File: src/scl_pkg.sv
package scl_pkg;

  // Store sizes.
  localparam int CMD_LEN    = 8;
  localparam int NUM_DIGITS = 5;

  localparam int POS_W      = 4;
  localparam int CMD_IDX_W  = (CMD_LEN > 1) ? $clog2(CMD_LEN) : 1;
  localparam int DIG_IDX_W  = (NUM_DIGITS > 1) ? $clog2(NUM_DIGITS) : 1;

  localparam int BYTE_W     = 8;
  localparam int CMD_TEXT_W = 64;
  localparam int NUM_W      = 16;
  localparam int OUT_DATA_W = BYTE_W + CMD_TEXT_W + NUM_W;

  // Character codes.
  localparam logic [BYTE_W-1:0] BYTE_CR    = 8'd13;
  localparam logic [BYTE_W-1:0] BYTE_SPACE = 8'd32;
  localparam logic [BYTE_W-1:0] BYTE_ZERO  = 8'd48;

  // Result kinds.
  localparam logic KIND_ECHO = 1'b0;
  localparam logic KIND_LINE = 1'b1;

  // Controller to datapath.
  typedef struct packed {
    logic take;      // input transaction accepted this cycle
    logic dec_step;  // one digit of the number walk
    logic finish;    // load line result and clear the stores
  } dp_cmd_t;

  // Datapath to controller.
  typedef struct packed {
    logic is_cr;     // byte at the input is a carriage return
    logic dec_last;  // the current walk step is on the first slot
  } dp_sts_t;

endpackage

File: src/scl_datapath.sv
module scl_datapath
  import scl_pkg::*;
(
  input  logic                  clk,
  input  logic                  rst_n,
  input  dp_cmd_t               cmd,
  input  logic [BYTE_W-1:0]     in_byte,
  output dp_sts_t               sts,
  output logic                  res_kind,
  output logic [BYTE_W-1:0]     res_echo,
  output logic [CMD_TEXT_W-1:0] res_cmd,
  output logic [NUM_W-1:0]      res_num
);

  logic                  in_command_r;
  logic [POS_W-1:0]      position_r;
  logic [BYTE_W-1:0]     cmd_store_r [CMD_LEN];
  logic [BYTE_W-1:0]     dig_store_r [NUM_DIGITS];

  logic [DIG_IDX_W-1:0]  idx_r;
  logic [NUM_W-1:0]      weight_r;
  logic [NUM_W-1:0]      total_r;
  logic                  seen_r;

  logic                  kind_r;
  logic [BYTE_W-1:0]     echo_r;
  logic [CMD_TEXT_W-1:0] cmdtxt_r;
  logic [NUM_W-1:0]      num_r;

  logic [BYTE_W-1:0]     cur_digit;
  logic [NUM_W-1:0]      digit_val;
  logic [NUM_W-1:0]      product;
  logic [NUM_W-1:0]      weight_x10;
  logic [CMD_TEXT_W-1:0] packed_cmd;

  assign sts.is_cr    = (in_byte == BYTE_CR);
  assign sts.dec_last = (idx_r == '0);

  assign cur_digit  = dig_store_r[idx_r];
  assign digit_val  = {{(NUM_W-BYTE_W){1'b0}}, cur_digit} - {{(NUM_W-BYTE_W){1'b0}}, BYTE_ZERO};
  assign product    = digit_val * weight_r;
  assign weight_x10 = (weight_r << 3) + (weight_r << 1);

  always_comb begin
    packed_cmd = '0;
    for (int k = 0; k < CMD_LEN; k++) begin
      packed_cmd[BYTE_W*k +: BYTE_W] = cmd_store_r[k];
    end
  end

  // Line state and the two character stores.
  always_ff @(posedge clk) begin
    if (!rst_n) begin
      in_command_r <= 1'b1;
      position_r   <= '0;
      for (int k = 0; k < CMD_LEN; k++) cmd_store_r[k] <= '0;
      for (int k = 0; k < NUM_DIGITS; k++) dig_store_r[k] <= '0;
    end else if (cmd.finish) begin
      in_command_r <= 1'b1;
      position_r   <= '0;
      for (int k = 0; k < CMD_LEN; k++) cmd_store_r[k] <= '0;
      for (int k = 0; k < NUM_DIGITS; k++) dig_store_r[k] <= '0;
    end else if (cmd.take && !sts.is_cr) begin
      if (in_command_r) begin
        if ((position_r >= POS_W'(CMD_LEN)) || (in_byte == BYTE_SPACE)) begin
          in_command_r <= 1'b0;
          position_r   <= '0;
        end else begin
          cmd_store_r[position_r[CMD_IDX_W-1:0]] <= in_byte;
          position_r <= position_r + 1'b1;
        end
      end else if (position_r < POS_W'(NUM_DIGITS)) begin
        dig_store_r[position_r[DIG_IDX_W-1:0]] <= in_byte;
        position_r <= position_r + 1'b1;
      end
    end
  end

  // Number walk from the last digit slot to the first.
  always_ff @(posedge clk) begin
    if (cmd.take && sts.is_cr) begin
      idx_r    <= DIG_IDX_W'(NUM_DIGITS - 1);
      weight_r <= NUM_W'(1);
      total_r  <= '0;
      seen_r   <= 1'b0;
    end else if (cmd.dec_step) begin
      if (!sts.dec_last) begin
        idx_r <= idx_r - 1'b1;
      end
      if (cur_digit == '0) begin
        if (seen_r) begin
          weight_r <= weight_x10;
        end
      end else begin
        seen_r   <= 1'b1;
        total_r  <= total_r + product;
        weight_r <= weight_x10;
      end
    end
  end

  // Result register.
  always_ff @(posedge clk) begin
    if (cmd.finish) begin
      kind_r   <= KIND_LINE;
      echo_r   <= '0;
      cmdtxt_r <= packed_cmd;
      num_r    <= total_r;
    end else if (cmd.take && !sts.is_cr) begin
      kind_r   <= KIND_ECHO;
      echo_r   <= in_byte;
      cmdtxt_r <= '0;
      num_r    <= '0;
    end
  end

  assign res_kind = kind_r;
  assign res_echo = echo_r;
  assign res_cmd  = cmdtxt_r;
  assign res_num  = num_r;

endmodule

File: src/scl_ctrl.sv
module scl_ctrl
  import scl_pkg::*;
(
  input  logic    clk,
  input  logic    rst_n,
  input  logic    in_tvalid,
  output logic    in_tready,
  output logic    out_tvalid,
  input  logic    out_tready,
  input  dp_sts_t sts,
  output dp_cmd_t cmd
);

  typedef enum logic [1:0] {
    ST_IDLE,
    ST_DECODE,
    ST_DONE
  } state_t;

  state_t state_r;
  logic   out_valid_r;
  logic   out_free;

  assign out_free  = !out_valid_r || out_tready;
  assign in_tready = (state_r == ST_IDLE) && out_free;

  assign cmd.take     = in_tvalid && in_tready;
  assign cmd.dec_step = (state_r == ST_DECODE);
  assign cmd.finish   = (state_r == ST_DONE) && out_free;

  always_ff @(posedge clk) begin
    if (!rst_n) begin
      state_r     <= ST_IDLE;
      out_valid_r <= 1'b0;
    end else begin
      // A new echo or a finished line loads the output register; otherwise a
      // taken transaction empties it.
      if ((cmd.take && !sts.is_cr) || cmd.finish) begin
        out_valid_r <= 1'b1;
      end else if (out_tready) begin
        out_valid_r <= 1'b0;
      end
      case (state_r)
        ST_IDLE: begin
          if (cmd.take && sts.is_cr) begin
            state_r <= ST_DECODE;
          end
        end
        ST_DECODE: begin
          if (sts.dec_last) begin
            state_r <= ST_DONE;
          end
        end
        ST_DONE: begin
          if (out_free) begin
            state_r <= ST_IDLE;
          end
        end
        default: begin
          state_r <= ST_IDLE;
        end
      endcase
    end
  end

  assign out_tvalid = out_valid_r;

endmodule

File: src/serial_command_line_parser.sv
// Channel  Direction  Handshake             Payload
// in_      slave      in_tvalid/in_tready   in_tdata: rx_byte
// out_     master     out_tvalid/out_tready out_tuser: kind;
//                                           out_tdata: echo_byte, command_text, number_value
//
// An ordinary byte is accepted and its echo lands in the output register at
// the same edge. A carriage return starts a walk over the digit store, one
// slot per cycle through a single 16 by 16 multiplier, and no next byte is
// accepted until the walk is done and the line result is loaded.
// Reset is synchronous and active low; it clears both stores and the line state.
// A stalled output holds its transaction; a new byte is accepted in the cycle
// the waiting result is taken.
module serial_command_line_parser
  import scl_pkg::*;
(
  input  logic                  clk,
  input  logic                  rst_n,
  input  logic                  in_tvalid,
  output logic                  in_tready,
  input  logic [7:0]            in_tdata,   // [7:0] rx_byte
  output logic                  out_tvalid,
  input  logic                  out_tready,
  output logic [OUT_DATA_W-1:0] out_tdata,  // [7:0] echo_byte, [71:8] command_text,
                                            // [87:72] number_value
  output logic                  out_tuser   // [0] kind
);

  dp_cmd_t               cmd;
  dp_sts_t               sts;
  logic                  res_kind;
  logic [BYTE_W-1:0]     res_echo;
  logic [CMD_TEXT_W-1:0] res_cmd;
  logic [NUM_W-1:0]      res_num;

  // The controller sequences accept, digit walk and result load; the
  // datapath owns the stores, the number arithmetic and the output payload.
  scl_ctrl u_ctrl (
    .clk        (clk),
    .rst_n      (rst_n),
    .in_tvalid  (in_tvalid),
    .in_tready  (in_tready),
    .out_tvalid (out_tvalid),
    .out_tready (out_tready),
    .sts        (sts),
    .cmd        (cmd)
  );

  scl_datapath u_datapath (
    .clk      (clk),
    .rst_n    (rst_n),
    .cmd      (cmd),
    .in_byte  (in_tdata),
    .sts      (sts),
    .res_kind (res_kind),
    .res_echo (res_echo),
    .res_cmd  (res_cmd),
    .res_num  (res_num)
  );

  // Fields are packed from the lowest bit up in transaction order.
  assign out_tdata = {res_num, res_cmd, res_echo};
  assign out_tuser = res_kind;

endmodule

File: config.mk
export PLATFORM = sky130hd
export DESIGN_NAME = serial_command_line_parser
export DESIGN_NICKNAME = d
export VERILOG_FILES = /design/src/scl_pkg.sv /design/src/scl_datapath.sv /design/src/scl_ctrl.sv /design/src/serial_command_line_parser.sv
export SDC_FILE = /design/constraint.sdc
export NUM_CORES = 1
export LEC_CHECK = 0
export ABC_CLOCK_PERIOD_IN_PS = 14000
export BUFFER_PORTS_ARGS = -buffer_cell sky130_fd_sc_hd__buf_2
export CORE_MARGIN = 3
export CORE_UTILIZATION = 30
export DETAILED_ROUTE_END_ITERATION = 6
export GPL_ROUTABILITY_DRIVEN = 0
export PLACE_DENSITY = 0.51
export SYNTH_ARGS = -nofsm -noshare
export SYNTH_HDL_FRONTEND = slang
export SYNTH_SLANG_ARGS = --single-unit
File: constraint.sdc
create_clock -name clk -period 14 [get_ports clk]
set_input_delay 2.8 -clock clk [delete_from_list [all_inputs] [get_ports clk]]
set_output_delay 2.8 -clock clk [all_outputs]
set_load 0.01 [all_outputs]
==> flow_summary.yaml, run 1 <==
layout:
  utilization: 0.348
  diodes: 0
  fillers: 5020
  seqCellArea_um2: 7370
  nNetsFinal: 1568
  drive_gt1_frac: 0.119
  multi_input_area_um2: 6930
  area_growth_pct: 13.5
clocking:
  cts_max_path_buffers: 3
  numCtsBuffers: 29
  h-tree-depth: 1
  cts_tree: "yes"
  cts_sinks: 264
  cts_setup_buffers: 0
  ctsRootBufferMaster: "clkbuf_16"
  cts_resized: 0
  clkLatencyLatePin_ns: 0.57
  ctsHoldBuffers: 0
  clk_pin_slew_ns: 0.06
yosys:
  syn_inst: 1305
  synth_edf_count: 208
  yosys.area_share.simple: 0.170
  ys_warn_count: 0
  yosys.area_share.adder: 0.180
  ys_seq_area_frac: 0.486
  synthMuxAreaShare: 0.0408
  synthArstFlopShare: 0
  synthXorXnorAreaFrac: 0.0292
  synth_nets: 1480
  synth_area_um2: 15200
  synth-compound-area-share: 0.0361
  synth_top_family_by_area: "adder cells"
  synthFlopType: "edfxtp_1"
  synth_cell_types: 60
  synth_area_per_cell_um2: 11.6
  synth_seq_cells: 264
worst_setup_path:
  crit_fanout: 21
  crit_required_ns: 14.43
  startpoint_type: "register"
  cp.arrival_ns: 8.77
  path_class: "reg -> reg"
  crit_path_end_kind: "register"
sta:
  period_minus_slack_ns: 8.33
  worst_pin_slew_ns: 1.24
  tns_ns: 0
  relSlewSlack: 0.166
  fmax_ghz: 0.120
  rsz0062_at_grt: "no"
  post-route-period-util: 0.595
  final-setup-viol-count: 0
  hold_viol_final: 0
  fin_worst_skew_ns: 0.0175
  slew_violations: 0
floorplan:
  die_w_um: 231
  die-area_um2: 53300
  die_h_um: 231
  start_util: 0.307
  core_area_um2: 49500
  io_pins: 103
  core.rowCount: 81
drt:
  drtIter0Drc: 450
  met1Wirelength_um: 15200
  wl_met3_um: 1180
  wirelength_um: 34300
  vias: 9108
  top_layer: "met4"
  viasPerCell: 4.38
  drt_first_pass_iters: 5
  drcViolationCount: 0
  routedWlPerCell_um: 16.5
  ant_nets: 0
  met2_length_um: 17200
placed_design:
  port_buffers: 102
  hpwl_um: 24200
grt:
  grt_max_degree: 92
  first_global_vias: 9605
  gr-total-overflow: 0
  grt_pass1_wl_um: 54600
  antenna_found_initial: 0
  grt_use_total: 0.130
min_path:
  hold_path_class: "reg -> reg"
status:
  status: "finished, final reports clean"
flow_run:
  maxCapViolations: 0
[metrics by stage]
stage          instance area, µm²  setup WS [ns]  std cells  hold WS [ns]
3_5_place_dp                16300           5.62       2026         0.439
6_report                    17200           5.67       2079         0.451
3_3_place_gp                16300           5.76       2026         0.433
2_1_floorplan               15200           6.38       1305         0.426
5_1_grt                     17200           5.13       2079         0.468
4_1_cts                     17200           5.60       2079         0.450
[kinds of logic (layout without fill, tap and decap cells)]
| group | Yosys count | count (layout) |
|---|---|---|
| AND/OR/NAND/NOR | 475 | 475 |
| flip-flops | 264 | 264 |
| buffers and inverters | 225 | 335 |
| adder cells (fa/ha/maj) | 163 | 163 |
| AO/OA/AOI/OAI | 90 | 90 |
| XOR/XNOR | 44 | 44 |
| multiplexers | 44 | 44 |
[synth_stat cells (all sizes together), types with 30 or more instances]
library cell / n / area, µm²
edfxtp: 208 / 6250
and2: 217 / 1360
fa: 92 / 1840
mux2i: 30 / 304
ha: 71 / 888
nand2: 86 / 325
clkbuf: 40 / 150
a21oi: 36 / 180
dfxtp: 56 / 1120
xnor2: 33 / 289
inv: 172 / 646
nor2: 73 / 274
[layer usage]
metal  track usage  up-vias
li1              -     4437
met5             0        -
met4        0.0314        0
met1         0.166     4477
met2         0.232      150
met3        0.0188       44
[sequential cells by signal, indices dropped and copies added (netlist names), named ones only]
name	cells
u_datapath.res_num	16
u_datapath.res_echo	8
u_datapath.position_r	4
u_datapath.idx_r	3
u_datapath.total_r	16
u_datapath.cmd_store_r	64
u_datapath.seen_r	1
u_datapath.res_cmd	64
u_datapath.in_command_r	1
u_ctrl.out_tvalid	1
u_datapath.res_kind	1
u_datapath.dig_store_r	64
u_ctrl.state_r	2
u_datapath.weight_r	16
[placed cells by master (no fill, tap or decap), drive strengths merged, types with 22 or more instances in the layout]
cell	count
edfxtp	208
nor2b	27
nand2	86
inv	175
mux2i	30
xnor2	33
nor2	73
ha	71
and2	217
dfxtp	56
o21ai	22
a21oi	36
nand2b	22
buf	109
fa	92
clkbuf	35
[worst max-delay path, stage by stage, from the launching register on]
cell and delay [ns]:
dfxtp_1 0.30, buf_4 0.32, mux4_1 0.58, nand2b_1 0.17
nand2_1 0.36, inv_1 0.14, ha_1 0.25, xor2_1 0.65
and2_1 0.25, fa_1 0.42, inv_1 0.08, fa_1 0.41
inv_1 0.08, fa_1 0.43, fa_1 0.55, inv_1 0.06
fa_1 0.50, fa_1 0.44, xnor2_1 0.18, xnor2_1 0.14
xnor3_2 0.42, xnor3_1 0.37, xnor3_2 0.41, xnor3_1 0.35
xor2_1 0.15, mux2i_1 0.16, nor2_1 0.05
[path summary, 6_finish.rpt]
path | start | end | slack [ns] | cells past startpoint
max | register | u_datapath.total_r[15] | 5.67 | 26
max reg2reg | register | u_datapath.total_r[15] | 5.67 | 26
min | u_datapath.res_kind | u_datapath.res_kind | 0.45 | 1
min reg2reg | u_datapath.res_kind | u_datapath.res_kind | 0.45 | 1
[final cells by class]
type	instances	share of cell area
Clock buffer	35	0.0434
Sequential cell	264	0.428
Multi-Input combinational cell	816	0.402
Clock inverter	18	0.00777
Inverter	173	0.0377
Timing Repair Buffer	109	0.0327
Tap cell	664	0.0482
Power of run 1 is left out: the tool's default activity adds up to more than one toggle a clock period on the data nets, which glitch-free logic cannot reach.
==> run 2: changes to the inputs <==
ABC_CLOCK_PERIOD_IN_PS = 8600   (was 14000)
clock period = 8.6 ns   (was 14 ns; I/O delays follow)
==> flow_summary.yaml, run 2 (synthesized netlist as in run 1, its figures left out) <==
layout:
  layout_commonest_cell: "and2_1"
  diodes: 0
  drive_gt1_frac: 0.127
  multi_input_area_um2: 6930
  final_cell_mix: "and2_1, edfxtp_1, inv_1"
  fillers: 5031
  seqCellArea_um2: 7370
  area_growth_pct: 14.5
  nNetsFinal: 1574
floorplan:
  die-area_um2: 53300
  die_w_um: 231
  die_h_um: 231
  core.rowCount: 81
  io_pins: 103
  core_area_um2: 49500
  start_util: 0.307
worst_setup_path:
  crit_required_ns: 9.05
  crit_fanout: 11
  path_class: "reg -> reg"
  startpoint_type: "register"
  cp.arrival_ns: 8.40
  crit_path_end_kind: "register"
clocking:
  h-tree-depth: 1
  cts_max_path_buffers: 3
  numCtsBuffers: 28
  ctsHoldBuffers: 0
  cts_setup_buffers: 0
  cts_sinks: 264
  cts_tree: "yes"
  ctsRootBufferMaster: "clkbuf_16"
  clkLatencyLatePin_ns: 0.58
  clk_pin_slew_ns: 0.06
sta:
  final-setup-viol-count: 0
  period_minus_slack_ns: 7.95
  rsz0062_at_grt: "no"
  relSlewSlack: 0.164
  post-route-period-util: 0.925
  worst_pin_slew_ns: 1.24
  fmax_ghz: 0.126
  fin_worst_skew_ns: 0.0223
  tns_ns: 0
  slew_violations: 0
  hold_viol_final: 0
drt:
  wirelength_um: 34500
  routedWlPerCell_um: 16.5
  viasPerCell: 4.41
  vias: 9186
  drcViolationCount: 0
  ant_nets: 0
  drt_first_pass_iters: 5
  drtIter0Drc: 409
grt:
  antenna_found_initial: 0
  grt_max_degree: 93
  first_global_vias: 9730
  gr-total-overflow: 0
  grt_use_total: 0.132
  grt_pass1_wl_um: 55200
min_path:
  hold_path_class: "reg -> reg"
flow_run:
  maxCapViolations: 0
status:
  status: "finished, final reports clean"
placed_design:
  port_buffers: 102
  hpwl_um: 24500
run 2: path summary, 6_finish.rpt:
kind / from / end / slack, ns / depth (start not counted)
min reg2reg: u_datapath.seen_r / u_datapath.seen_r / 0.45 / 2
min: u_datapath.seen_r / u_datapath.seen_r / 0.45 / 2
max reg2reg: register / u_datapath.total_r[15] / 0.65 / 22
max: register / u_datapath.total_r[15] / 0.65 / 22
run 2: through the flow:
stage | utilization | instances | worst slack, ns | cell area (µm²) | hold slack, ns
after floorplan | - | 1305 | 0.982 | 15200 | 0.426
after global placement | 0.331 | 2033 | 0.583 | 16400 | 0.435
after detailed placement | 0.331 | 2033 | 0.453 | 16400 | 0.441
after CTS | 0.351 | 2085 | 0.437 | 17400 | 0.454
after global routing | 0.351 | 2085 | 0.161 | 17400 | 0.483
final | 0.351 | 2085 | 0.647 | 17400 | 0.450
run 2: area by class of cell:
| cell class | count | area share |
|---|---|---|
| timing repair buffer | 116 | 0.0354 |
| clock inverter | 16 | 0.0112 |
| sequential | 264 | 0.424 |
| inverter | 173 | 0.0374 |
| multi-input combinational | 816 | 0.399 |
| clock buffer | 36 | 0.0449 |
| tap | 664 | 0.0478 |
run 2: repair_timing:
| item | CTS | global route |
|---|---|---|
| resized for setup | 0 | 1 |
| endpoints found under the hold margin | 0 | 0 |
| setup endpoints to repair | 0 | 1 |
run 2: layer usage:
layer	GRT usage	up-vias	part of all wire
met3	0.0183	58	0.035
met2	0.228	162	0.49
li1	-	4444	-
met5	0	-	0
met4	0.0360	0	0.027
met1	0.174	4522	0.45
run 2: critical path, stage by stage, from the launching register on:
cell and delay (ns):
dfxtp_2 0.51, mux4_1 0.62, mux2i_1 0.42, and2_1 0.23, and2b_1 0.29, nand2_1 0.20, fa_1 0.81, fa_1 0.48
fa_1 0.51, inv_1 0.05, fa_1 0.47, inv_1 0.05, fa_1 0.51, fa_1 0.44, xnor2_1 0.18, xnor2_1 0.14
xnor3_2 0.42, xnor3_1 0.37, xnor3_2 0.42, xnor3_1 0.36, xor2_1 0.16, mux2i_1 0.12, nor2_1 0.05
Power of run 2 is left out for the same reason.
==> run 3: changes to the inputs <==
ABC_CLOCK_PERIOD_IN_PS = 6700   (was 8600)
CTS_BUF_LIST = sky130_fd_sc_hd__clkbuf_16   (was not set)
PLACE_DENSITY = 0.53   (was 0.51)
clock period = 6.7 ns   (was 8.6 ns; I/O delays follow)
==> flow_summary.yaml, run 3 (synthesized netlist as in run 1, its figures left out) <==
layout:
  multi_input_area_um2: 7110
  fillers: 4892
  utilization: 0.363
  seqCellArea_um2: 7370
  fin_area_um2: 17900
  final_cell_mix: "and2_1, edfxtp_1, inv_1"
  nNetsFinal: 1623
  layout_commonest_cell: "and2_1"
  area_growth_pct: 18.3
  drive_gt1_frac: 0.180
  diodes: 0
grt:
  antenna_found_initial: 0
  first_global_vias: 9671
  gr-total-overflow: 0
  grt_use_total: 0.130
  grt_max_degree: 81
  grt_pass1_wl_um: 54600
clocking:
  ctsRootBufferMaster: "clkbuf_16"
  ctsHoldBuffers: 0
  cts_tree: "yes"
  clk_pin_slew_ns: 0.06
  cts_max_path_buffers: 3
  clkLatencyLatePin_ns: 0.57
  cts_sinks: 264
  h-tree-depth: 1
  numCtsBuffers: 29
sta:
  worst_pin_slew_ns: 1.16
  final-setup-viol-count: 0
  rsz0062_at_grt: "yes"
  post-route-period-util: 0.993
  fmax_ghz: 0.150
  hold_viol_final: 0
  worst_slack_ns: 0.0486
  slew_violations: 0
  relSlewSlack: 0.218
  fin_worst_skew_ns: 0.0126
  period_minus_slack_ns: 6.65
floorplan:
  start_util: 0.307
  die_w_um: 231
  die-area_um2: 53300
  die_h_um: 231
  core_area_um2: 49500
  core.rowCount: 81
  io_pins: 103
placed_design:
  port_buffers: 102
  hpwl_um: 24900
  post-place-ws_ns: -0.200
  dpl-instance-area_um2: 16700
drt:
  wirelength_um: 34800
  drtIter0Drc: 477
  vias: 9318
  drt_first_pass_iters: 4
  routedWlPerCell_um: 16.3
  viasPerCell: 4.37
  drcViolationCount: 0
  ant_nets: 0
worst_setup_path:
  path_class: "reg -> reg"
  max_stage_delay_ns: 0.60
  crit_required_ns: 7.14
  crit_top_cell: "fa_1"
  startpoint_type: "register"
  crit_path_end_kind: "register"
  cp.arrival_ns: 7.09
  crit_fanout: 8
  crit_family: "adder cells"
  critPathBufInv: 5
  crit_slowest_cell: "fa_2"
status:
  status: "finished, final reports clean"
flow_run:
  maxCapViolations: 0
min_path:
  hold_path_class: "reg -> reg"
==> run 3: changes by cell type in the layout (fill, tap and decap cells not counted), sizes merged <==
cell	before	now
inv	175	177
buf	116	164
clkinv	11	13
clkinvlp	0	3
clkbuf	36	29
==> run 3: per-stage QoR <==
stage	cells	setup TNS [ns]	hold slack, ns
3_3_place_gp	2068	-0.0198	0.434
4_1_cts	2131	0	0.453
6_report	2133	0	0.459
5_1_grt	2133	-0.200	0.488
2_1_floorplan	1305	0	0.426
3_5_place_dp	2068	-0.200	0.442
==> run 3: path summary, 6_finish.rpt <==
path	startpoint	cells after the start	slack, ns	end
worst max-delay path	register	25	0.05	u_datapath.total_r[15]
worst min-delay path	u_datapath.seen_r	2	0.46	u_datapath.seen_r
worst max register to register	register	25	0.05	u_datapath.total_r[15]
worst min register to register	u_datapath.seen_r	2	0.46	u_datapath.seen_r
==> run 3: layout make-up <==
class	instances	area share
sequential	264	0.411
multi-input combinational	816	0.396
timing repair buffer	164	0.0587
tap	664	0.0463
clock buffer	29	0.0404
inverter	173	0.0364
clock inverter	23	0.0113
==> run 3: timing repair <==
item | CTS | global route
resized for setup | 30 | 19
setup endpoints to repair | 1 | 4
setup buffers | 11 | 2
pin swaps | 12 | 13
==> run 3: worst reg2reg max path, stage by stage (launching register included) <==
cell     delay, ns
dfxtp_4       0.38
buf_12        0.14
mux4_2        0.52
mux2i_2       0.23
and2_4        0.18
and2b_4       0.21
nand2_4       0.07
fa_2          0.60
buf_6         0.11
buf_6         0.08
fa_1          0.42
fa_1          0.49
inv_1         0.05
fa_1          0.49
inv_2         0.05
fa_1          0.50
fa_2          0.37
xnor2_2       0.14
xnor2_1       0.20
xnor3_2       0.29
xnor3_1       0.22
xnor3_2       0.24
xnor3_1       0.20
xor2_1        0.15
mux2i_1       0.15
nor2_1        0.06
==> run 3: metal layers <==
layer  routed length [µm]  GRT usage  vias to the layer above
li1                     -          -                     4531
met1                16100      0.171                     4605
met2                16800      0.225                      129
met3                  936     0.0176                       53
met4                  882     0.0323                        0
met5                    0          0                        -
Power of run 3 is left out for the same reason.
